===== config.mk =====
export PLATFORM = sky130hd
export DESIGN_NAME = ikc_ram
export DESIGN_NICKNAME = d
export VERILOG_FILES = /design/src/sv/ikc_ram.sv
export SDC_FILE = /design/constraint.sdc
export NUM_CORES = 2
export LEC_CHECK = 0
export BUFFER_PORTS_ARGS = -buffer_cell sky130_fd_sc_hd__buf_2
export CAP_MARGIN = 10
export CORE_ASPECT_RATIO = 1.75
export CORE_UTILIZATION = 55
export DETAILED_ROUTE_END_ITERATION = 8
export MAX_ROUTING_LAYER = met4
export PLACE_DENSITY = 0.73
export SLEW_MARGIN = 30
export SYNTH_ARGS = -nofsm -noshare
export SYNTH_HDL_FRONTEND = slang
export SYNTH_SLANG_ARGS = --single-unit

===== constraint.sdc =====
create_clock -name clk -period 2.2 [get_ports clk]
set_input_delay 0.11 -clock clk [delete_from_list [all_inputs] [get_ports clk]]
set_output_delay 0.11 -clock clk [all_outputs]
set_load 0.01 [all_outputs]

===== src/sv/ikc_ram.sv =====
`timescale 1ns / 1ps

module ikc_ram #(
  parameter int DATA_W = 16,
  parameter int DEPTH  = 225
) (
  input  logic                       clk,
  input  logic                       we,
  input  logic [$clog2(DEPTH)-1:0]   waddr,
  input  logic [DATA_W-1:0]          wdata,
  input  logic [$clog2(DEPTH)-1:0]   raddr,
  output logic [DATA_W-1:0]          rdata
);

  logic [DATA_W-1:0] mem [DEPTH];

  always_ff @(posedge clk) begin
    if (we) begin
      mem[waddr] <= wdata;
    end
  end

  always_ff @(posedge clk) begin
    rdata <= mem[raddr];
  end

endmodule


After elaboration in Yosys (flattened, before gate mapping)
Memory sizes are Yosys's and may differ from the RTL's. A register that Yosys moved wholly into a read port is not among the register bits.
Cells that the tools add are included.
W data, S select, Z words.
{"block": "word_totals", "reg_bits": 0, "latch_bits": 0, "mem_bits_rw": 3600, "romBits": 0, "input_bits": 34, "output_inout_bits": 16, "elab_cells": 3, "mem_count": 1}
{"block": "op_classes", "addsub": 0, "multipliers": 0, "n_div": 0, "order_cmp": 0, "n_eq_ne": 0, "shift": 0, "muxes": 2, "bitwise": 0, "reduce_logical": 0}
{"memory": "mem", "words": 225, "width": 16, "read_ports": 1, "rd_clocked_by_memory_dff": 1, "write_ports": 1, "line": "15", "rtl": "logic [DATA_W-1:0] mem [DEPTH];"}
{"op": "$mux W1", "n": 2}

Longest topological paths before layout
{"block": "logic_depth", "depth_word": 2, "depth_mapped": 12, "mapped_depth_nobuf": 6}

Worst setup path before layout
No wires, ideal clock.
{"block": "synth_path", "path_type": "input port to flip-flop", "start": "input port raddr[0]", "end": "register rdata[9] (read register of mem)", "setup_time_ns": 0.136, "t_arrival_ns": 2.166, "required_ns": 2.064, "path_slack_ns": -0.102, "path_stages": 9, "path_buffers": 4, "cell_sequence": "buf_6 > buf_6 > buf_6 > buf_2 > mux4_2 > mux4_2 > a32o_1 > o21ai_0 > a31oi_1"}
{"element": "start, declared", "line": "11", "rtl": "input logic [$clog2(DEPTH)-1:0] raddr,"}
{"element": "end, declared", "line": "12", "rtl": "output logic [DATA_W-1:0] rdata"}

==> run summary <==
total number of H-tree levels - 5
crit-path most repeated cell - mux4_2
failing checks - setup timing
Pre-antenna DRT Iters - 6
Routed Antenna Nets - 0
measured slew at the worst slew-check pin - 1.11 ns
worst vdd ir - 0.000817 V
IO Pins - 50
largest net degree at the start of global routing - 107
fin crit period - 2.50 ns
Syn Area/Cell - 23.2 um2
crit-path leading delay family - multiplexers
DR DRC count - 0
Total Die Area - 255000 um2
synth cell count leaders - edfxtp_1, mux4_2, nor2_1, nand2_1, mux2i_1
PwrDens - 849 nW/um2
area leader, netlist - edfxtp_1
I/O Buffers - 49
# rows - 243
Setup CP Type - reg -> reg
EDFF count, synth - 3600
Setup Fix Bufs, Post-CTS - 0
initial core utilization - 55.4%
fmax - 400 MHz
Cell variety after synth - 61
Hold Worst Slack - 0.0528 ns
Async SR Flop Fraction - 0%
Max Buffers Root-to-Sink - 4
synthesized netlist cell count - 5981
Post-layout nets - 6966
worst hold start - waddr[5]
sequential share of the synthesized area - 78.0%
post-synthesis cell area - 139000 um2
Area contributors post-synth - edfxtp_1, mux4_2, mux2i_1, nor2_1, nand2_1
Die Span Y - 667 um
worst reg-to-reg setup slack - -0.30 ns
outcome - finished with violations
clock tree sinks - 3616
final setup vio count - 14
hold depth - 4
Clk Latency, worst-skew pair - 0.86 ns
Worst slew margin - 25.7%
multi-input logic area - 29300 um2
Final period util - 114%
critical path arrival - 3.25 ns
max-cap viol count - 0
Worst Reg2Reg Path Length in Cells - 7
Hold Path End - mem[183][10]$_DFFE_PP_
worst path cell trace - mux4_2, mux4_2, or2_4, a31oi_4, o2111ai_4, buf_6, and3_4
Worst Path Required - 2.95 ns
CP endpoint kind - register
Synth Register Bits - 3616
Critical path buffers and inverters - 1
Post-Syn Nets - 6015
slowest stage cell, crit path - mux4_2
antenna violations before repair - 26
RSZ-0062 raised after global routing - true
vias per cell - 6.67
final setup margin - -0.302 ns
Reg area - 108000 um2
P&R area growth vs syn - 17.0%
Slew Limit Fails - 0
Ys Warns - 0
Fillers - 15400
clk_skew - 0.0326 ns
Max stage delay on crit path - 0.61 ns
Hold WC Path Type - in -> reg
GRT overflow - 0
TritonCTS clock tree - yes
critical path depth - 7
vias in the first global route - 71300
Setup crit start kind - register
Global Route Usage Sum - 31.4%
total number of vias - 69900
RR Endpoint - rdata[15]$_DFF_P_
most common cell in the netlist - edfxtp_1
CTS root buffer - clkbuf_16
drt total wl - 386 mm
Static Leak - 51.6 nW
WL/cell - 36.8 um
core area - 251000 um2
Die W - 382 um
final hold vios - 0
Final GP Congestion - 0.949
top cell type's share of synthesized area - 77.8%
Num CTS Buffers - 303
clock-pin slew on the worst setup and hold paths - 0.06 ns
top_reg_cell synth - edfxtp_1
Post-Place Setup Slack - -1.14 ns
layout cell share with drive strength beyond 1 - 35.8%
Critical Path Fanout Max - 1
reg-to-reg startpoint - mem[215][15]$_DFFE_PP_
first-pass GRT wire length - 539 mm
drt first-iter violations - 9151
post-DP HPWL - 245 mm
repair_timing:
| action | CTS | global route |
|---|---|---|
| gates resized for setup | 83 | 36 |
| endpoints found under the hold margin | 1742 | 0 |
| endpoints found under the setup margin | 16 | 16 |
| gates cloned | 0 | 0 |
| pin swaps | 25 | 26 |
| hold buffers | 21 | 0 |
worst register-to-register path, stage by stage, from the launching register on:
cell and delay, ns:
edfxtp_1 0.38, mux4_2 0.48, mux4_2 0.61, or2_4 0.30, a31oi_4 0.19, o2111ai_4 0.14, buf_6 0.17, and3_4 0.14
power by group:
group	internal [mW]	leakage (nW)	switching, mW
Clock	29.4	4.68	24.1
Combinational	3.40	14.5	5.07
Sequential	75.9	32.5	0.135
Total	109	51.6	29.3
metrics by stage:
| step | total power [mW] | instances | setup TNS [ns] | util (%) | instance area, um2 |
|---|---|---|---|---|---|
| 6_report | 138 | 10500 | -1.98 | 64.8 | 163000 |
| 5_1_grt | 141 | 10500 | -2.19 | 64.8 | 163000 |
| 4_1_cts | 138 | 10500 | -2.30 | 64.7 | 162000 |
| 3_5_place_dp | 85.6 | 9915 | -18.80 | 60.6 | 152000 |
| 3_3_place_gp | 85.4 | 9915 | -15.09 | 60.6 | 152000 |
| 2_1_floorplan | 81.2 | 5981 | -11.35 | - | 139000 |
how the worst max path moves through the flow:
stage | startpoint | endpoint
3_3_place_gp | raddr[0] | rdata[12]$_DFF_P_
4_1_cts | mem[215][15]$_DFFE_PP_ | rdata[15]$_DFF_P_
2_1_floorplan | waddr[2] | mem[215][0]$_DFFE_PP_
5_1_grt | mem[215][15]$_DFFE_PP_ | rdata[15]$_DFF_P_
3_5_place_dp | raddr[0] | rdata[8]$_DFF_P_
6_report | mem[215][15]$_DFFE_PP_ | rdata[15]$_DFF_P_
area by class of cell:
type                            count  area share (%)
Multi-Input combinational cell   2020            18.0
Tap cell                         3307            2.55
Inverter                            6          0.0216
Clock buffer                      382            5.05
Sequential cell                  3616            66.7
Antenna cell                       26          0.0400
Timing Repair Buffer              985            6.73
Clock inverter                    148           0.858
registers in the layout, indices dropped and copies added, names as in the netlist:
name / cells
mem: 3600
rdata: 16
layout by cell type (no fill, tap or decap), types with 49 or more instances in the layout:
cell and instances:
edfxtp_1 3600, nor2_1 189, clkinv_1 59, clkbuf_1 62
mux2i_1 128, nand2_1 165, mux4_2 1000, buf_4 636
clkbuf_16 317, nand3_1 49, nor2_2 85, buf_12 276
cell families (layout without fill, tap and decap cells):
logic type	count (synthesis)	after routing	synth area share [%]
buf+inv	345	1521	1.44
mux	1147	1147	17.3
simple gates	605	605	1.88
flops	3616	3616	78.0
other cells	0	26	0
compound gates	268	268	1.37
layer usage:
metal,track usage (%),routed length (um),vias up
met5,-,0,-
met4,19.8,28900,0
met3,5.32,36700,1031
met2,52.0,199000,4710
met1,35.6,121000,36800
li1,-,-,27400
(Power assumes the default switching activity.)
