### config.mk
export PLATFORM = sky130hd
export DESIGN_NAME = ikc_mac
export DESIGN_NICKNAME = d
export VERILOG_FILES = /design/src/sv/ikc_pkg.sv /design/src/sv/ikc_mac.sv
export SDC_FILE = /design/constraint.sdc
export NUM_CORES = 2
export LEC_CHECK = 0
export BUFFER_PORTS_ARGS = -buffer_cell sky130_fd_sc_hd__clkbuf_2
export CAP_MARGIN = 20
export CELL_PAD_IN_SITES_DETAIL_PLACEMENT = 1
export CELL_PAD_IN_SITES_GLOBAL_PLACEMENT = 1
export CORE_MARGIN = 2
export CORE_UTILIZATION = 45
export DETAILED_ROUTE_END_ITERATION = 8
export GPL_TIMING_DRIVEN = 0
export HOLD_SLACK_MARGIN = 0.1
export PLACE_DENSITY = 0.85
export REMOVE_ABC_BUFFERS = 1
export SETUP_SLACK_MARGIN = 0.3
export SLEW_MARGIN = 20
export SYNTH_ARGS = -nofsm -noshare
export SYNTH_HDL_FRONTEND = slang
export SYNTH_SLANG_ARGS = --single-unit
### constraint.sdc
create_clock -name clk -period 7.7 [get_ports clk]
set_input_delay 1.155 -clock clk [delete_from_list [all_inputs] [get_ports clk]]
set_output_delay 1.155 -clock clk [all_outputs]
set_load 0.01 [all_outputs]
### src/sv/ikc_pkg.sv
`timescale 1ns / 1ps

package ikc_pkg;

  // field widths fixed by the stream format
  localparam int OPC_W       = 2;
  localparam int COORD_W     = 8;
  localparam int PIX_W       = 32;
  localparam int COEF_W      = 16;
  localparam int FRAME_W     = 9;
  localparam int KSIZE_W     = 4;
  localparam int CFG_ADDR_W  = 2;
  localparam int CFG_DATA_W  = 9;
  localparam int FRAC_SHIFT  = 15;
  localparam int PROD_W      = PIX_W + COEF_W + 1;
  localparam int IN_TDATA_W  = 72;
  localparam int OUT_TDATA_W = 48;

  // opcodes
  localparam logic [OPC_W-1:0] OP_KERNEL  = 2'd0;
  localparam logic [OPC_W-1:0] OP_PIXEL   = 2'd1;
  localparam logic [OPC_W-1:0] OP_COMPUTE = 2'd2;

  // register indexes
  localparam logic [CFG_ADDR_W-1:0] CFG_FRAME_ROWS  = 2'd0;
  localparam logic [CFG_ADDR_W-1:0] CFG_FRAME_COLS  = 2'd1;
  localparam logic [CFG_ADDR_W-1:0] CFG_KERNEL_SIZE = 2'd2;

  // sequencer to MAC control
  typedef struct packed {
    logic clear;  // zero the accumulator
    logic tap;    // read data this cycle belongs to an in-frame tap
  } mac_ctl_t;

endpackage

### src/sv/ikc_mac.sv
`timescale 1ns / 1ps

module ikc_mac #(
  parameter int ACC_W = 57
) (
  input  logic                                clk,
  input  logic                                rst_n,
  input  ikc_pkg::mac_ctl_t                   ctl,
  input  logic signed [ikc_pkg::PIX_W-1:0]    pixel,
  input  logic [ikc_pkg::COEF_W-1:0]          coef,
  output logic [ikc_pkg::PIX_W-1:0]           result
);

  logic signed [ikc_pkg::PROD_W-1:0] prod_r;
  logic                              prod_vld_r;
  logic signed [ACC_W-1:0]           acc_r;
  logic signed [ACC_W-1:0]           shifted;

  always_ff @(posedge clk) begin
    if (!rst_n) begin
      prod_vld_r <= 1'b0;
    end else if (ctl.clear) begin
      prod_vld_r <= 1'b0;
    end else begin
      prod_vld_r <= ctl.tap;
    end
  end

  always_ff @(posedge clk) begin
    prod_r <= pixel * $signed({1'b0, coef});
    if (ctl.clear) begin
      acc_r <= '0;
    end else if (prod_vld_r) begin
      acc_r <= acc_r + ACC_W'(prod_r);
    end
  end

  // floor shift, then clamp to 32 bits
  always_comb begin
    shifted = acc_r >>> ikc_pkg::FRAC_SHIFT;
    if ((&shifted[ACC_W-1:ikc_pkg::PIX_W-1]) || !(|shifted[ACC_W-1:ikc_pkg::PIX_W-1])) begin
      result = shifted[ikc_pkg::PIX_W-1:0];
    end else if (shifted[ACC_W-1]) begin
      result = 32'h8000_0000;
    end else begin
      result = 32'h7FFF_FFFF;
    end
  end

endmodule

* Word level (Yosys, flattened, before mapping) *
Index checks and enable logic that the tools add are counted.

operators by class
  mux-type cells = 2
  bitwise logic cells = 1
  reductions and logical operators = 5
  multipliers = 1
  $add $sub $neg = 1

operator list
  kind                          count
  two-way mux 32 bit            2
  adder 57 x 49 -> 57 bit       1
  multiplier 32 x 17 -> 49 bit  1
  AND reduction 11 bit          1
  OR reduction 11 bit           1
  OR reduction 2 bit            1
  zero test 1 bit               1
  logical OR 1 bit              1
  NOT 1 bit                     1

storage, ports and cells
  input port bits = 52
  word-level logic and storage cells = 13
  register bits = 107
  output and inout bits = 32

* Depth between registers and ports, before layout *
  word-level depth = 4
  mapped depth = 27
  mapped depth without buffers = 25

* Worst setup path after synthesis *
Ideal clock, no wire load.

  kind = input to register
  start = in coef[2] in the netlist's numbering
  end = reg prod_r[46] in the netlist's numbering
  path buffers = 2
  data required time = 7,578 ps
  stages on the path = 23
  slack = 702 ps
  data arrival time = 6,876 ps
  library setup time = 122 ps
  path through = clkbuf_1 nand2_1 fa_1 fa_1 fa_1 inv_1 fa_1 fa_1 inv_1 fa_1 inv_1 ha_1 clkbuf_1 a21o_1 nand2_1 nand2_1 a21oi_1 a21boi_0 o31a_1 o311ai_1 a21oi_1 or2_1 o311a_1

on the way
  cells in the longest elaborated chain, start to end = 1

RTL lines
  element                       line           text
  start, declared               ikc_mac.sv:10  input logic [ikc_pkg::COEF_W-1:0] coef,
  multiplier 32 x 17 -> 49 bit  ikc_mac.sv:30  prod_r <= pixel * $signed({1'b0, coef});
  end signal, assigned          ikc_mac.sv:30
  end, declared                 ikc_mac.sv:14  logic signed [ikc_pkg::PROD_W-1:0] prod_r;

No other way between the ends.
A chain may end at the register's enable or synchronous reset.

* Worst setup path in the final report *
  start = in coef[13] in the netlist's numbering
  end = reg prod_r[46] in the netlist's numbering

The elaborated chain is that of the path after synthesis.

==> results_dict.tcl <==
set metrics [dict create \
    r2r_slack_ns 4.08 \
    htreeDepth 3 \
    synthXorXnorAreaFrac_pct 3.03 \
    totalWireLength_um 74900 \
    path_cells "buf_4 > and2_1 > fa_1 > fa_1 > fa_1 > fa_1 > fa_1 > inv_1 > fa_1 > inv_1 > ha_1 > and4_1 > nand2_1 > nor2_1 > inv_1 > a311oi_4 > o31a_1 > o311ai_4 > a21oi_2 > or2_1 > o311a_1" \
    cts_buffers 9 \
    synth_seq_cells 107 \
    syn_to_final_growth_pct 5.37 \
    worstSkewPairLatency_ns 0.37 \
    num_rows 85 \
    syn_inst 2855 \
    synthMuxAreaShare_pct 1.11 \
    rsz0062_at_grt "true" \
    synthFlopType "dfxtp_1" \
    cp-start-kind "input port" \
    setup_tns_ns 0 \
    hpwl_um 59300 \
    preCtsSetupSlack_ns -0.631 \
    cts_tree "done" \
    yosysUniqueCellTypes 73 \
    synth.top_cell.area_share_pct 40.0 \
    finalInstanceArea_mm2 0.0258 \
    fin_crit_sh_pct 93.8 \
    ys.warnings.count 0 \
    netlist_area_mm2 0.0245 \
    initial_core_util_pct 45.6 \
    reg2regPathDepth 13 \
    slew_headroom_pct 33.0 \
    cp.depth 21 \
    io_pins 84 \
    antenna_found_initial 0 \
    nets 3532 \
    synth_most_common_cell "inv_1" \
    setup_viol 0 \
    crit_path_start "coef[13]" \
    die_y_um 237 \
    synth_compound_area_share_pct 10.1 \
    critPathSlowestCell "fa_1" \
    grt_pass1_vias 23260 \
    overflow 0 \
    drive_above_1_share_pct 4.82 \
    cp.required_ns 7.96 \
    slew_violations 0 \
    tightest_slew_ns 1.00 \
    synth_top_area_cell "fa_1" \
    grt_usage_pct 27.5 \
    synth_area_leaders "fa_1 40%, inv_1 9.2%, ha_1 8.8%, dfxtp_1 8.7%, and2_1 6.0%" \
    postSynthAreaPerCell_um2 8.59 \
    cts_buffer_depth 2 \
    num_antenna_cells 0 \
    detail_route.vias_per_cell 5.63 \
    status "finished clean" \
    synth-adder-area-share_pct 48.8 \
    die_x_um 237 \
    fillers 6417 \
    grt_max_degree 59 \
    hold_path.class "reg -> reg" \
    maxCapViolCount 0 \
    synth_top_family_by_area "adder cells" \
    drt_iter0_markers 1107 \
    arrival_ns 7.48 \
    ys_async_sr_fraction_pct 0 \
    cp_num_buf_inv 4 \
    r2r_end "acc_r[56]" \
    avgRoutedWirePerCell_um 21.3 \
    cts.sinks 107 \
    synth_simple_gate_area_share_pct 16.8 \
    timing.final.ws_setup_ns 0.479 \
    cts_root_buffer "clkbuf_16" \
    cts.clk_slew.worst_paths_ns 0.07 \
    postPlaceCellArea_mm2 0.0253 \
    crit_type "in -> reg" \
    core_mm2 0.0538 \
    critPathMaxFanout 32 \
    routabilityCongestion 0.874 \
    rr_startpoint "acc_r[0]" \
    crit_path_end_kind "register" \
    period_needed_ns 7.22 \
    ant_nets 0 \
    grt_pass1_wl_um 122000 \
    path_delay_family "adder cells" \
    fin_hold_ws_ns 0.481 \
    crit_path_end "prod_r[46]" \
    die_area_mm2 0.0564 \
    cts_hold_buffers 0 \
    skew_ns 0.00806 \
    ys_seq_area_share_pct 8.73 \
    critPathMaxStageDelay_ns 0.59 \
    synth_common_cells "599 x inv_1, 490 x fa_1, 376 x nand2_1, 237 x and2_1, 173 x ha_1" \
    io_buffers 83 \
    first_pass_iters 5 \
    hold_violations 0 \
    max_freq_mhz 138 \
    drcViolationCount 0 \
    crit_top_cell "fa_1" \
    vias 19796 \
    synth_edf_count 0 \
]
==> per-layer routing <==
layer | track usage (%) | vias up | part of all wire [%]
met2 | 49.5 | 680 | 51
met3 | 3.81 | 231 | 5.7
met5 | 0 | - | 0
met1 | 32.7 | 10218 | 40
met4 | 11.8 | 0 | 4.1
li1 | - | 8667 | -
==> sequential cells by signal (all words and copies together) (netlist names) <==
register    flops
prod_vld_r      1
prod_r         49
acc_r          57
==> through the flow <==
stage	util, %	cells
final	48.0	3518
after global routing	48.0	3518
after CTS	47.8	3518
after detailed placement	47.1	3502
after global placement	47.0	3497
after floorplan	-	2718
==> worst reg2reg max path: stages (launching register included) <==
cell and delay, ns:
dfxtp_1 0.34, ha_1 0.19, inv_1 0.06, fa_1 0.40
nor2b_1 0.30, o2111ai_1 0.23, a21oi_1 0.30, o311ai_1 0.15
nand3_1 0.25, a311oi_2 0.19, o21ai_1 0.38, nand4_1 0.18
o211ai_1 0.20, mux2_1 0.35
==> logic make-up after synthesis <==
logic type / Yosys count
fa+ha+maj: 663
xor+xnor: 85
simple gates: 852
mux: 27
compound gates: 384
flops: 107
buf+inv: 737
==> worst min path at each step <==
stage / from / end / slack [ns] / cells past startpoint
6_report: acc_r[11] / acc_r[11] / 0.48 / 2
5_1_grt: acc_r[11] / acc_r[11] / 0.52 / 2
4_1_cts: acc_r[11] / acc_r[11] / 0.48 / 2
3_5_place_dp: acc_r[11] / acc_r[11] / 0.47 / 2
3_3_place_gp: acc_r[11] / acc_r[11] / 0.45 / 2
2_1_floorplan: acc_r[11] / acc_r[11] / 0.44 / 2
==> placed cells by master (no fill, tap or decap), types with 49 or more instances in the layout <==
cell type,count
inv_1,597
ha_1,171
xnor2_1,70
nand2_1,376
clkbuf_2,49
o21ai_0,84
fa_1,488
a21oi_1,109
and2_1,237
nor2_1,93
dfxtp_1,106
==> cell type report <==
cell class	count	area, um2	share of cell area [%]
timing repair buffer	88	581	2.25
clock inverter	6	48.8	0.189
sequential	107	2150	8.30
multi-input combinational	2011	19700	76.2
tap	696	871	3.37
inverter	600	2260	8.73
clock buffer	10	239	0.925
==> repair_timing <==
item | in CTS | in global routing
resized for setup | 28 | 50
endpoints found under the setup margin | 18 | 11
setup buffers | 0 | 0
pin swaps | 0 | 2
Power is not shown: default switching activity piles up to over one toggle a cycle in this logic, so the estimate is an artifact.
