$ cat config.mk
export PLATFORM = sky130hd
export DESIGN_NAME = ikc_seq
export DESIGN_NICKNAME = d
export VERILOG_FILES = /design/src/sv/ikc_pkg.sv /design/src/sv/ikc_seq.sv
export SDC_FILE = /design/constraint.sdc
export NUM_CORES = 1
export LEC_CHECK = 0
export BUFFER_PORTS_ARGS = -buffer_cell sky130_fd_sc_hd__buf_2
export CORE_MARGIN = 3
export CORE_UTILIZATION = 30
export CTS_CLUSTER_DIAMETER = 50
export DETAILED_ROUTE_END_ITERATION = 10
export PLACE_DENSITY = 0.52
export SETUP_SLACK_MARGIN = 0.02
export SYNTH_ARGS = -nofsm -noshare
export SYNTH_HDL_FRONTEND = slang
export SYNTH_SLANG_ARGS = --single-unit
$ cat constraint.sdc
create_clock -name clk -period 17.05 [get_ports clk]
set_clock_uncertainty 0.2 [all_clocks]
set_input_delay 3.41 -clock clk [delete_from_list [all_inputs] [get_ports clk]]
set_output_delay 3.41 -clock clk [all_outputs]
set_load 0.05 [all_outputs]
$ cat src/sv/ikc_pkg.sv
`timescale 1ns / 1ps

package ikc_pkg;

  // field widths fixed by the stream format
  localparam int OPC_W       = 2;
  localparam int COORD_W     = 8;
  localparam int PIX_W       = 32;
  localparam int COEF_W      = 16;
  localparam int FRAME_W     = 9;
  localparam int KSIZE_W     = 4;
  localparam int CFG_ADDR_W  = 2;
  localparam int CFG_DATA_W  = 9;
  localparam int FRAC_SHIFT  = 15;
  localparam int PROD_W      = PIX_W + COEF_W + 1;
  localparam int IN_TDATA_W  = 72;
  localparam int OUT_TDATA_W = 48;

  // opcodes
  localparam logic [OPC_W-1:0] OP_KERNEL  = 2'd0;
  localparam logic [OPC_W-1:0] OP_PIXEL   = 2'd1;
  localparam logic [OPC_W-1:0] OP_COMPUTE = 2'd2;

  // register indexes
  localparam logic [CFG_ADDR_W-1:0] CFG_FRAME_ROWS  = 2'd0;
  localparam logic [CFG_ADDR_W-1:0] CFG_FRAME_COLS  = 2'd1;
  localparam logic [CFG_ADDR_W-1:0] CFG_KERNEL_SIZE = 2'd2;

  // sequencer to MAC control
  typedef struct packed {
    logic clear;  // zero the accumulator
    logic tap;    // read data this cycle belongs to an in-frame tap
  } mac_ctl_t;

endpackage

$ cat src/sv/ikc_seq.sv
`timescale 1ns / 1ps

module ikc_seq #(
  parameter int MAX_DIM    = 256,
  parameter int MAX_KERNEL = 15
) (
  input  logic                                     clk,
  input  logic                                     rst_n,
  input  logic                                     in_valid,
  output logic                                     in_ready,
  input  logic [ikc_pkg::OPC_W-1:0]                opcode,
  input  logic [ikc_pkg::COORD_W-1:0]              row,
  input  logic [ikc_pkg::COORD_W-1:0]              col,
  input  logic [$clog2(MAX_DIM+1)-1:0]             rows_eff,
  input  logic [$clog2(MAX_DIM+1)-1:0]             cols_eff,
  input  logic [$clog2(MAX_KERNEL+1)-1:0]          k_eff,
  output logic [$clog2(MAX_DIM*MAX_DIM)-1:0]       img_raddr,
  output logic [$clog2(MAX_KERNEL*MAX_KERNEL)-1:0] ker_raddr,
  output ikc_pkg::mac_ctl_t                        mac_ctl,
  input  logic [ikc_pkg::PIX_W-1:0]                mac_result,
  output logic                                     out_valid,
  input  logic                                     out_ready,
  output logic [ikc_pkg::COORD_W-1:0]              out_row,
  output logic [ikc_pkg::COORD_W-1:0]              out_col,
  output logic [ikc_pkg::PIX_W-1:0]                out_value
);

  localparam int RW    = $clog2(MAX_DIM+1);
  localparam int KW    = $clog2(MAX_KERNEL+1);
  localparam int IA_W  = $clog2(MAX_DIM*MAX_DIM);
  localparam int KA_W  = $clog2(MAX_KERNEL*MAX_KERNEL);
  localparam int CRD_W = $clog2(256 + MAX_KERNEL) + 1;
  localparam int CMP_W = (CRD_W - 1 > RW) ? CRD_W - 1 : RW;

  typedef enum logic [1:0] {S_IDLE, S_RUN, S_DRAIN, S_DONE} state_t;

  state_t                    state_r;
  logic [KW-1:0]             m_r, n_r;
  logic signed [CRD_W-1:0]   ii_r, jj_r, jj0_r;
  logic                      drain_r;
  logic                      tap1_r;
  logic                      out_valid_r;
  logic [ikc_pkg::COORD_W-1:0] out_row_r, out_col_r, row_r, col_r;
  logic [ikc_pkg::PIX_W-1:0] out_value_r;

  logic                      in_accept, start;
  logic                      row_ok, col_ok, issue;
  logic [KW-1:0]             half, kr, kc;
  logic signed [CRD_W-1:0]   ii_start, jj_start;

  assign in_ready  = (state_r == S_IDLE);
  assign in_accept = in_valid && in_ready;
  assign start     = in_accept && (opcode == ikc_pkg::OP_COMPUTE);

  assign half     = k_eff >> 1;
  assign ii_start = $signed(CRD_W'(row)) - $signed(CRD_W'(half));
  assign jj_start = $signed(CRD_W'(col)) - $signed(CRD_W'(half));

  // tap inside the frame?
  assign row_ok = !ii_r[CRD_W-1] && (CMP_W'(ii_r[CRD_W-2:0]) < CMP_W'(rows_eff));
  assign col_ok = !jj_r[CRD_W-1] && (CMP_W'(jj_r[CRD_W-2:0]) < CMP_W'(cols_eff));
  assign issue  = (state_r == S_RUN) && row_ok && col_ok;

  // flipped kernel index
  assign kr = KW'(k_eff - KW'(1) - m_r);
  assign kc = KW'(k_eff - KW'(1) - n_r);

  assign img_raddr = IA_W'(ii_r[CRD_W-2:0]) * IA_W'(MAX_DIM) + IA_W'(jj_r[CRD_W-2:0]);
  assign ker_raddr = KA_W'(kr) * KA_W'(MAX_KERNEL) + KA_W'(kc);

  assign mac_ctl.clear = start;
  assign mac_ctl.tap   = tap1_r;

  assign out_valid = out_valid_r;
  assign out_row   = out_row_r;
  assign out_col   = out_col_r;
  assign out_value = out_value_r;

  always_ff @(posedge clk) begin
    if (!rst_n) begin
      state_r     <= S_IDLE;
      tap1_r      <= 1'b0;
      out_valid_r <= 1'b0;
    end else begin
      tap1_r <= issue;
      // in S_DONE the load below owns the valid flag
      if (out_valid_r && out_ready && (state_r != S_DONE)) begin
        out_valid_r <= 1'b0;
      end
      unique case (state_r)
        S_IDLE: begin
          if (start) begin
            row_r   <= row;
            col_r   <= col;
            ii_r    <= ii_start;
            jj_r    <= jj_start;
            jj0_r   <= jj_start;
            m_r     <= '0;
            n_r     <= '0;
            drain_r <= 1'b1;
            state_r <= (k_eff == '0) ? S_DRAIN : S_RUN;
          end
        end
        S_RUN: begin
          if (n_r == KW'(k_eff - KW'(1))) begin
            n_r  <= '0;
            jj_r <= jj0_r;
            if (m_r == KW'(k_eff - KW'(1))) begin
              state_r <= S_DRAIN;
            end else begin
              m_r  <= m_r + KW'(1);
              ii_r <= ii_r + CRD_W'(1);
            end
          end else begin
            n_r  <= n_r + KW'(1);
            jj_r <= jj_r + CRD_W'(1);
          end
        end
        S_DRAIN: begin
          // read and product stages empty out
          if (drain_r) begin
            drain_r <= 1'b0;
          end else begin
            state_r <= S_DONE;
          end
        end
        S_DONE: begin
          if (!out_valid_r || out_ready) begin
            out_valid_r <= 1'b1;
            out_row_r   <= row_r;
            out_col_r   <= col_r;
            out_value_r <= mac_result;
            state_r     <= S_IDLE;
          end
        end
        default: state_r <= S_IDLE;
      endcase
    end
  end

  a_tap_from_run: assert property (@(posedge clk) disable iff (!rst_n)
    tap1_r |-> $past(state_r == S_RUN))
    else $error("tap data without a tap issued");

  a_load_from_done: assert property (@(posedge clk) disable iff (!rst_n)
    $rose(out_valid_r) |-> $past(state_r == S_DONE))
    else $error("result loaded outside done state");

  a_count_bound: assert property (@(posedge clk) disable iff (!rst_n)
    (state_r == S_RUN) |-> (m_r < k_eff) && (n_r < k_eff))
    else $error("tap counter out of kernel");

  a_start_busy: assert property (@(posedge clk) disable iff (!rst_n)
    start |=> (state_r == S_RUN) || (state_r == S_DRAIN))
    else $error("compute beat did not start the sequencer");

  a_no_overwrite: assert property (@(posedge clk) disable iff (!rst_n)
    out_valid_r && !out_ready && (state_r == S_DONE) |=> (state_r == S_DONE))
    else $error("held result overwritten");

endmodule

## After elaboration in Yosys (flattened, before gate mapping)

Index checks and enable logic that the tools add are counted.

| word-level totals | value |
|---|---|
| logic and storage cells | 88 |
| bits of input ports | 76 |
| output and inout bits | 76 |
| register bits after elaboration | 107 |

| operators by class | value |
|---|---|
| reductions and logical operators | 22 |
| multiply operators | 1 |
| $add $sub $neg | 11 |
| $lt $le $gt $ge | 2 |
| muxes and demuxes | 25 |
| equal/unequal tests | 13 |

Operators with widths:

| operator | number |
|---|---|
| $mux 10 | 5 |
| $pmux 10 s2 | 2 |
| $add 10x2->10 const B | 2 |
| $lt 9x9->1 | 2 |
| $sub 8x3->9 | 2 |
| $add 16x9->16 | 1 |
| $mux 4 | 4 |
| $pmux 4 s2 | 2 |
| $mux 2 | 6 |
| $reduce_and 3->1 | 4 |
| $reduce_and 5->1 | 2 |
| $add 4x1->4 const B | 2 |
| $add 8x4->8 | 1 |
| $eq 4x4->1 | 2 |
| $logic_and 1x1->1 | 8 |
| $mul 4x4->8 const B | 1 |
| $ne 2x2->1 const B | 4 |
| $pmux 2 s4 | 1 |
| $sub 4x4->4 | 2 |
| $eq 2x2->1 const B | 3 |
| $ne 2x1->1 const B | 3 |
| $logic_not 4->1 | 1 |
| $mux 1 | 4 |
| $reduce_bool 2->1 | 2 |
| other kinds (6) | 8 |

## Logic depth before layout (Yosys ltp)

Gate-level depths: netlist (run 1).

| logic depth | value |
|---|---|
| depth after elaboration | 5 |
| depth in mapped cells | 17 |
| depth with buffers taken out | 17 |

## Worst setup path after synthesis (run 1)

OpenSTA, ideal clock, no wires.

| timing path | value |
|---|---|
| path type | input port to output port |
| start | input port k_eff[0] |
| end | output port ker_raddr[7] |
| buffers on the path | 0 |
| path slack | 5.753 ns |
| required time | 13.440 ns |
| stages | 15 |
| arrival time | 7.687 ns |
| cell sequence | inv_1 ha_1 fa_1 xnor2_1 fa_1 inv_1 fa_1 fa_1 inv_1 ha_1 a21o_1 a21oi_1 o21bai_1 a21oi_1 xnor2_1 |

| on the way | value |
|---|---|
| word-level cells in the longest chain between the ends | 4 |
| elaborated cells on any way between the ends | 5 |
| those cells by class | 4 x add/sub; 1 x mul |

RTL lines:

| item | line | RTL |
|---|---|---|
| start: declaration | ikc_seq.sv:16 | `input logic [$clog2(MAX_KERNEL+1)-1:0] k_eff,` |
| $sub 4x1->4 * | ikc_seq.sv:65, ikc_seq.sv:66 |  |
| $sub 4x4->4 | ikc_seq.sv:65 | `assign kr = KW'(k_eff - KW'(1) - m_r);` |
| $mul 4x4->8 | ikc_seq.sv:69 | `assign ker_raddr = KA_W'(kr) * KA_W'(MAX_KERNEL) + KA_W'(kc);` |
| $add 8x4->8 * | ikc_seq.sv:69 |  |
| end: declaration | ikc_seq.sv:18 | `output logic [$clog2(MAX_KERNEL*MAX_KERNEL)-1:0] ker_raddr,` |

Mark *: on every way between the ends. The rest lies on a longest branch, timed or not.

## Worst setup path in the final report (run 1)

Same ends and word-level chain as after synthesis.

==> results of run 1 <==
## layer usage
metal  wire length (µm)  vias up  global-route usage
met1               5961     1884              0.1576
li1                   -     1996                   -
met3                849        9             0.03166
met5                  0        -                   0
met2               6296      117              0.2079
met4                136        0             0.03010
## critical path, delay by kind of cell
family	cells	cell delay, ps
AO/OA/AOI/OAI	4	670
buffers and inverters	5	670
XOR/XNOR	2	570
adder cells (fa/ha/maj)	6	2630
## cell families after synthesis
| family | after synthesis |
|---|---|
| buf+inv | 74 |
| flops | 106 |
| fa+ha+maj | 66 |
| mux | 11 |
| simple gates | 108 |
| compound gates | 64 |
| xor+xnor | 53 |
## area by class of cell
type	count	area, µm²
Sequential cell	106	3143
Timing Repair Buffer	154	778.2
Clock inverter	7	52.55
Fill cell	1924	11840
Inverter	57	214.0
Multi-Input combinational cell	302	2445
Clock buffer	9	225.2
Tap cell	260	325.3
## registers in the layout, summed over array words and instances, names as in the netlist
signal and cells:
jj0_r 9, ii_r 10, out_value 32, jj_r 10, out_row 8, drain_r 1
out_col 8, row_r 8, state_r 2, n_r 4, out_valid 1, m_r 4
col_r 8, tap1_r 1
## worst min-delay path by stage
stage	start	end	slack, ps	cells after the start
after global routing	row_r[4]	out_row[4]	230	0
after global placement	row_r[1]	out_row[1]	200	0
after CTS	row_r[4]	out_row[4]	220	0
final	row_r[4]	out_row[4]	220	0
after floorplan	col_r[0]	out_col[0]	200	0
after detailed placement	col_r[3]	out_col[3]	200	0
## power groups by stage
stage / logic (mW) / registers (mW) / clock network [mW]
2_1_floorplan: 0.399 / 0.337 / 0
3_3_place_gp: 0.508 / 0.327 / 0
3_5_place_dp: 0.514 / 0.328 / 0
4_1_cts: 0.517 / 0.322 / 0.201
5_1_grt: 0.558 / 0.324 / 0.212
6_report: 0.509 / 0.322 / 0.195
## layout by cell type (no fill, tap or decap), drive strengths merged, types with 2 or more instances in the layout
cell / count
and2: 3
a31oi: 2
nor3: 3
ha: 57
or4: 2
nand2: 24
and3: 4
a21o: 7
mux2i: 7
xnor2: 32
inv: 59
nand3: 15
a21oi: 23
nand4: 7
nand2b: 5
edfxtp: 102
nor2: 29
a41o: 2
o21bai: 2
clkinv: 4
nor2b: 5
or2: 2
nand3b: 4
a211oi: 3
buf: 154
xor2: 20
clkbuf: 9
nor4: 3
fa: 9
o21ai: 16
mux2: 4
dfxtp: 4
o22ai: 2
==> metrics.md, run 1 <==
| Metric | Value |
|---|---|
| Status | `finished clean` |
| Final setup margin | `5454 ps` |
| Initial antenna violation count | `0` |
| Power per cell area | `142.7 nW/µm²` |
| Critical path's largest stage delay | `550 ps` |
| Top FF cell, synth | `edfxtp_1` |
| Synth area leader | `edfxtp_1` |
| Nets | `772` |
| Layout cells sized above 1 | `0.2819` |
| Port Buffers | `151` |
| Synth warn | `0` |
| Syn avg cell area | `12.23 µm²` |
| Setup CP Type | `input pin to output port` |
| Clock buffer count from CTS | `9` |
| Residual DRC | `0` |
| Final Cycle Share | `0.6801` |
| GRT Residual Overflow | `0` |
| Post-synthesis compound-gate area fraction | `0.06599` |
| Final Util | `0.3777` |
| Post-CTS Setup Inserts | `0` |
| Async SR Flop Fraction | `0` |
| Syn_nets | `624` |
| Path depth of the worst reg2reg path | `4` |
| Net Switching | `0.4565 mW` |
| 1st-iter DRT viols | `191` |
| Synthesis-stage register bit count | `106` |
| Most common cell in the netlist | `edfxtp_1` |
| RD Place Congestion | `0.7981` |
| Adder-cell share of the synthesized area | `0.1515` |
| Place WS | `5418 ps` |
| Final WL | `13.24 mm` |
| Clk Latency, worst-skew pair | `340 ps` |
| Routed via count | `4006` |
| Min cycle time layout | `11600 ps` |
| Vias/cell | `4.476` |
| Min-Delay Path Class | `flip-flop to flip-flop` |
| Hold buffers post-CTS | `0` |
| Max VDD drop | `0.2461 mV` |
| DRT Pass-1 Iters | `4` |
| Layout Cells excl Fill | `895` |
| Max Freq | `86.24 MHz` |
| Largest net degree at the start of global routing | `46` |
| CP Capture Type | `output port` |
| Static Leak | `3.088 nW` |
| CTS max path bufs | `2` |
| Global-route wire length before repair | `21.21 mm` |
| Post-route setup TNS | `0 ps` |
| Root buffer cell | `clkbuf_16` |
| Die X | `146.2 µm` |
| Library cells used by synthesis | `48` |
| Reg2reg start | `n_r[0]` |
| CP startpoint | `k_eff[0]` |
| Core footprint | `19020 µm²` |
| Vias in the first global route | `4055` |
| Flop pwr share | `0.314` |
| Placed cell count | `879` |
| Max-slew headroom | `0.4252` |
| Switch share | `0.4454` |
| CTS Sinks | `106` |
| Arr. time, crit path | `7990 ps` |
| Post-Synthesis Cells | `482` |
| Sequential share of the synthesized area | `0.5330` |
| FF-to-FF End | `ii_r[3]` |
| Clock transition at the registers of the reported paths | `70 ps` |
| Synthesized cell area | `5897 µm²` |
| Endpoints failing hold | `0` |
| Worst path most repeated cell | `fa_1` |
| Area share of and/or/nand/nor cells after synthesis | `0.09166` |
| Die area | `21370 µm²` |
| Power, Total | `1.025 mW` |
| RSZ-0062 raised after global routing | `false` |
| CP required | `13440 ps` |
| Hold_ws | `220.9 ps` |
| Die H | `146.2 µm` |
| Setup violators final | `0` |
| Max Cap Viol | `0` |
| Slew Limit Fails | `0` |
| Post-synth EDFFs | `102` |
| Crit path to | `ker_raddr[7]` |
| WL/cell | `14.80 µm` |
| Post-Synth XOR/XNOR Area | `0.08105` |
| CTS tree | `done` |
| PostCTS Resize Cnt | `0` |
| Mux cell area share after synthesis | `0.02207` |
| Most frequent cells after synthesis | `edfxtp_1, ha_1, inv_1, xnor2_1, nor2_1` |
| Worst-margin pin slew | `862.2 ps` |
| Diode count | `0` |
| Crit-path cells | `buf_2 -> inv_1 -> ha_1 -> fa_1 -> xnor2_1 -> fa_1 -> inv_1 -> fa_1 -> fa_1 -> inv_1 -> ha_1 -> a21o_1 -> a21oi_1 -> o21bai_1 -> a21oi_1 -> xnor2_1 -> buf_2` |
| Pint | `0.5685 mW` |
| Cells taking the most area after synthesis | `edfxtp_1, ha_1, xnor2_1` |
| All-Layer GR Usage | `0.1228` |
| Fin area | `7183 µm²` |
| Placed wire-length estimate | `10.53 mm` |
| Dpl cell area | `6905 µm²` |
| Clk pwr share | `0.190` |
| Reg2Reg Setup Slack | `14190 ps` |
| Initial Utilization | `0.3101` |
| Num rows | `50` |
| Layout area overhead | `21.81%` |
| Critical path's slowest cell | `fa_1` |
| Gate power share | `0.496` |
| H-tree Lvls | `3` |
| Routed Antenna Nets | `0` |
| Top cell type's share of synthesized area | `0.5194` |
| Combinational family with the most area after synthesis | `adder cells` |
| Crit path launch type | `input pin` |
| CP Max Fanout | `6` |
| # IOs | `152` |
Note: power is estimated with default switching activity, not from simulation.
==> run 2, diff against run 1 <==
- ABC_AREA: default -> 1
- clock period: 17.05 -> 10.7 ns (I/O delays scaled with it)
==> run 2 against run 1 <==
Register-to-register slack got worse by 6400 ps. Cell count rose by 7.4%. Die area rose by 0.82%. Combinational power rose to 2.8 times the previous value. Worst hold slack got worse by 2.3 ps. Global-route usage fell by 0.39 points. Critical path depth rose by 2. First-iteration DRC count rose by 21%. Area after synthesis rose by 0.85%. Worst setup slack got worse by 3700 ps. Critical endpoint is now ker_raddr[6]. Largest cell class unchanged. Largest power group unchanged.
==> metrics.md, run 2 <==
| Metric | Value |
|---|---|
| Layout cells sized above 1 | `0.2682 (-0.01370)` |
| CTS Sinks | `106 (unchanged)` |
| # IOs | `152 (unchanged)` |
| Commonest non-fill, non-tap cells in the layout | `buf_2, edfxtp_1, inv_1` |
| Synth area leader | `edfxtp_1` |
| Final WL | `12.99 mm (-1.9%)` |
| Endpoints failing hold | `0 (unchanged)` |
| Syn avg cell area | `10.85 µm² (-11%)` |
| Top cell type's share of synthesized area | `0.5150 (-0.004371)` |
| Largest net degree at the start of global routing | `49 (+6.5%)` |
| Switch share | `0.5314 (+0.08600)` |
| Post-CTS Setup Inserts | `0 (unchanged)` |
| Max Freq | `111.9 MHz` |
| Top FF cell, synth | `edfxtp_1` |
| Nets | `838 (+8.5%)` |
| DRT Pass-1 Iters | `4 (unchanged)` |
| Clock transition at the registers of the reported paths | `70 ps (about the same)` |
| Max-slew headroom | `0.4167 (-0.008558)` |
| Hold Crit Depth | `0 (unchanged)` |
| Layout Cells excl Fill | `961 (+7.4%)` |
| Largest register FFs | `32 (unchanged)` |
| Static Leak | `3.224 nW (+4.4%)` |
| Vias/cell | `4.400 (-1.7%)` |
| Placed wire-length estimate | `10.41 mm (-1.2%)` |
| CP Capture Type | `output port` |
| Crit-path cells | `buf_2 -> inv_1 -> ha_1 -> fa_1 -> xor2_1 -> inv_1 -> fa_1 -> inv_1 -> fa_1 -> fa_1 -> inv_1 -> ha_1 -> a21oi_1 -> nand2_1 -> a21oi_1 -> nor2_1 -> nor2_1 -> xor2_1 -> buf_2` |
| Net Switching | `1.213 mW (+170%)` |
| Core footprint | `19080 µm² (+0.33%)` |
| GRT Residual Overflow | `0 (unchanged)` |
| RSZ-0062 raised after global routing | `false` |
| Min cycle time layout | `8936 ps` |
| Slew Limit Fails | `0 (unchanged)` |
| Clk Latency, worst-skew pair | `340 ps (about the same)` |
| Post-synth EDFFs | `102 (unchanged)` |
| Num rows | `50 (unchanged)` |
| Clk pwr share | `0.133 (-0.057)` |
| Post-Synthesis Cells | `548 (+14%)` |
| Diode count | `0 (unchanged)` |
| Max VDD drop | `0.8642 mV (+250%)` |
| Status | `finished clean` |
| Die area | `21550 µm² (+0.82%)` |
| Cells taking the most area after synthesis | `edfxtp_1, ha_1, inv_1` |
| Flop pwr share | `0.236 (-0.078)` |
| Port Buffers | `151 (unchanged)` |
| Place WS | `1755 ps (-3663 ps)` |
| H-tree Lvls | `3 (unchanged)` |
| PostCTS Resize Cnt | `0 (unchanged)` |
| CP required | `8360 ps (-5080 ps)` |
| Post-route setup TNS | `0 ps (unchanged)` |
| Routed via count | `4228 (+5.5%)` |
| Setup violators final | `0 (unchanged)` |
| Crit path depth | `19 (+2)` |
| Syn_nets | `690 (+11%)` |
| Die H | `146.8 µm (+0.41%)` |
| Most common cell after layout, fill and taps aside | `buf_2` |
| Max Cap Viol | `0 (unchanged)` |
| Placed cell count | `945 (+7.5%)` |
| Async SR Flop Fraction | `0 (unchanged)` |
| Worst Path Buf+Inv | `6 (+1)` |
| Arr. time, crit path | `6600 ps (-1390 ps)` |
| Reg2Reg Setup Slack | `7810 ps (-6380 ps)` |
| All-Layer GR Usage | `0.1189 (-0.003901)` |
| 1st-iter DRT viols | `231 (+21%)` |
| CTS max path bufs | `2 (unchanged)` |
| Initial antenna violation count | `1 (+1)` |
| CTS tree | `done` |
| Critical path's largest stage delay | `560 ps (about the same)` |
| Die X | `146.8 µm (+0.41%)` |
| Min-Delay Path Class | `flip-flop to flip-flop` |
| Layout area overhead | `21.46%` |
| Crit path max-delay family | `adder cells` |
| Sequential share of the synthesized area | `0.5285 (-0.004486)` |
| Crit path launch type | `input pin` |
| Power per cell area | `316.0 nW/µm² (+120%)` |
| Gate power share | `0.631 (+0.135)` |
| Most frequent cells after synthesis | `edfxtp_1, inv_1, nand2_1, ha_1, nor2_1` |
| Hold buffers post-CTS | `0 (unchanged)` |
| Pint | `1.070 mW (+88%)` |
| Vias in the first global route | `4192 (+3.4%)` |
| Initial Utilization | `0.3117 (+0.001606)` |
| Root buffer cell | `clkbuf_16` |
| CP Max Fanout | `5 (-1)` |
| Critical path's slowest cell | `fa_1` |
| Synthesis-stage register bit count | `106 (unchanged)` |
| Clock buffer count from CTS | `9 (unchanged)` |
| Synthesized cell area | `5947 µm² (+0.85%)` |
| Routed Antenna Nets | `0 (unchanged)` |
| Synth warn | `0 (unchanged)` |
| WL/cell | `13.52 µm (-8.7%)` |
| Worst-margin pin slew | `874.0 ps (+11.87 ps)` |
| Setup CP Type | `input pin to output port` |
| Global-route wire length before repair | `20.53 mm (-3.2%)` |
| Path depth of the worst reg2reg path | `6 (+2)` |
| Residual DRC | `0 (unchanged)` |
| Most common cell in the netlist | `edfxtp_1` |
| Final Cycle Share | `0.8352` |
| Final setup margin | `1764 ps (-3691 ps)` |
| Library cells used by synthesis | `42 (-13%)` |
| RD Place Congestion | `0.8214 (+2.9%)` |
## run 2: cell count changes after synthesis, sizes merged, moves of 6 or more
cell   previous run  this run
xor2             20        26
mux2i             7         0
nor3              3         9
xnor2            32        11
nor2             29        47
inv              57        85
nand2            24        72
nand3            15        26
a21o              7         1
o21ai            16        34
## run 2: kinds of logic after synthesis
kind of cell | count (synthesis) | share of synthesized area
AO/OA/AOI/OAI | 73 | 0.06754
XOR/XNOR | 37 | 0.05575
adder cells (fa/ha/maj) | 66 | 0.1502
buffers and inverters | 103 | 0.07363
flip-flops | 106 | 0.5285
AND/OR/NAND/NOR | 163 | 0.1243
## run 2: worst register-to-register path: stages (launching register included)
cell      delay (ps)
dfxtp_1          380
inv_1             80
ha_1             480
inv_1            790
nand2_1          150
a211oi_2         250
buf_4            260
## run 2: through the flow
stage / cell area (µm²) / hold WS (ps) / utilization / power (mW)
5_1_grt: 7223 / 227.9 / 0.3786 / 2.463
3_5_place_dp: 6952 / 205.2 / 0.3643 / 2.001
2_1_floorplan: 5947 / 200.3 / - / 1.710
4_1_cts: 7223 / 220.6 / 0.3786 / 2.318
6_report: 7223 / 218.6 / 0.3786 / 2.283
3_3_place_gp: 6952 / 200.8 / 0.3643 / 1.970
## run 2: power groups by stage
| stage | Combinational [mW] | Clock (mW) | Sequential [mW] |
|---|---|---|---|
| 2_1_floorplan | 1.15 | 0 | 0.562 |
| 3_3_place_gp | 1.42 | 0 | 0.547 |
| 3_5_place_dp | 1.45 | 0 | 0.549 |
| 4_1_cts | 1.46 | 0.317 | 0.539 |
| 5_1_grt | 1.58 | 0.337 | 0.543 |
| 6_report | 1.44 | 0.304 | 0.539 |
## run 2: area by class of cell
class,count,area (µm²)
clock buffer,11,232.7
clock inverter,5,38.79
fill,1889,11860
inverter,85,319.1
multi-input combinational,339,2379
sequential,106,3143
tap,260,325.3
timing repair buffer,155,785.8
## run 2: metal layers
layer  track usage  up-vias  part of all wire
met1        0.1545     1935              0.45
met5             0        -            0.0013
met2        0.1954      136              0.47
met3       0.02653        9             0.072
met4       0.04233        2             0.010
li1              -     2146                 -
## run 2: worst paths after layout
check                           startpoint            to
worst max register to register  state_r[1]       ii_r[3]
worst min register to register    col_r[6]    out_col[6]
worst max-delay path              k_eff[0]  ker_raddr[6]
worst min-delay path              col_r[6]    out_col[6]
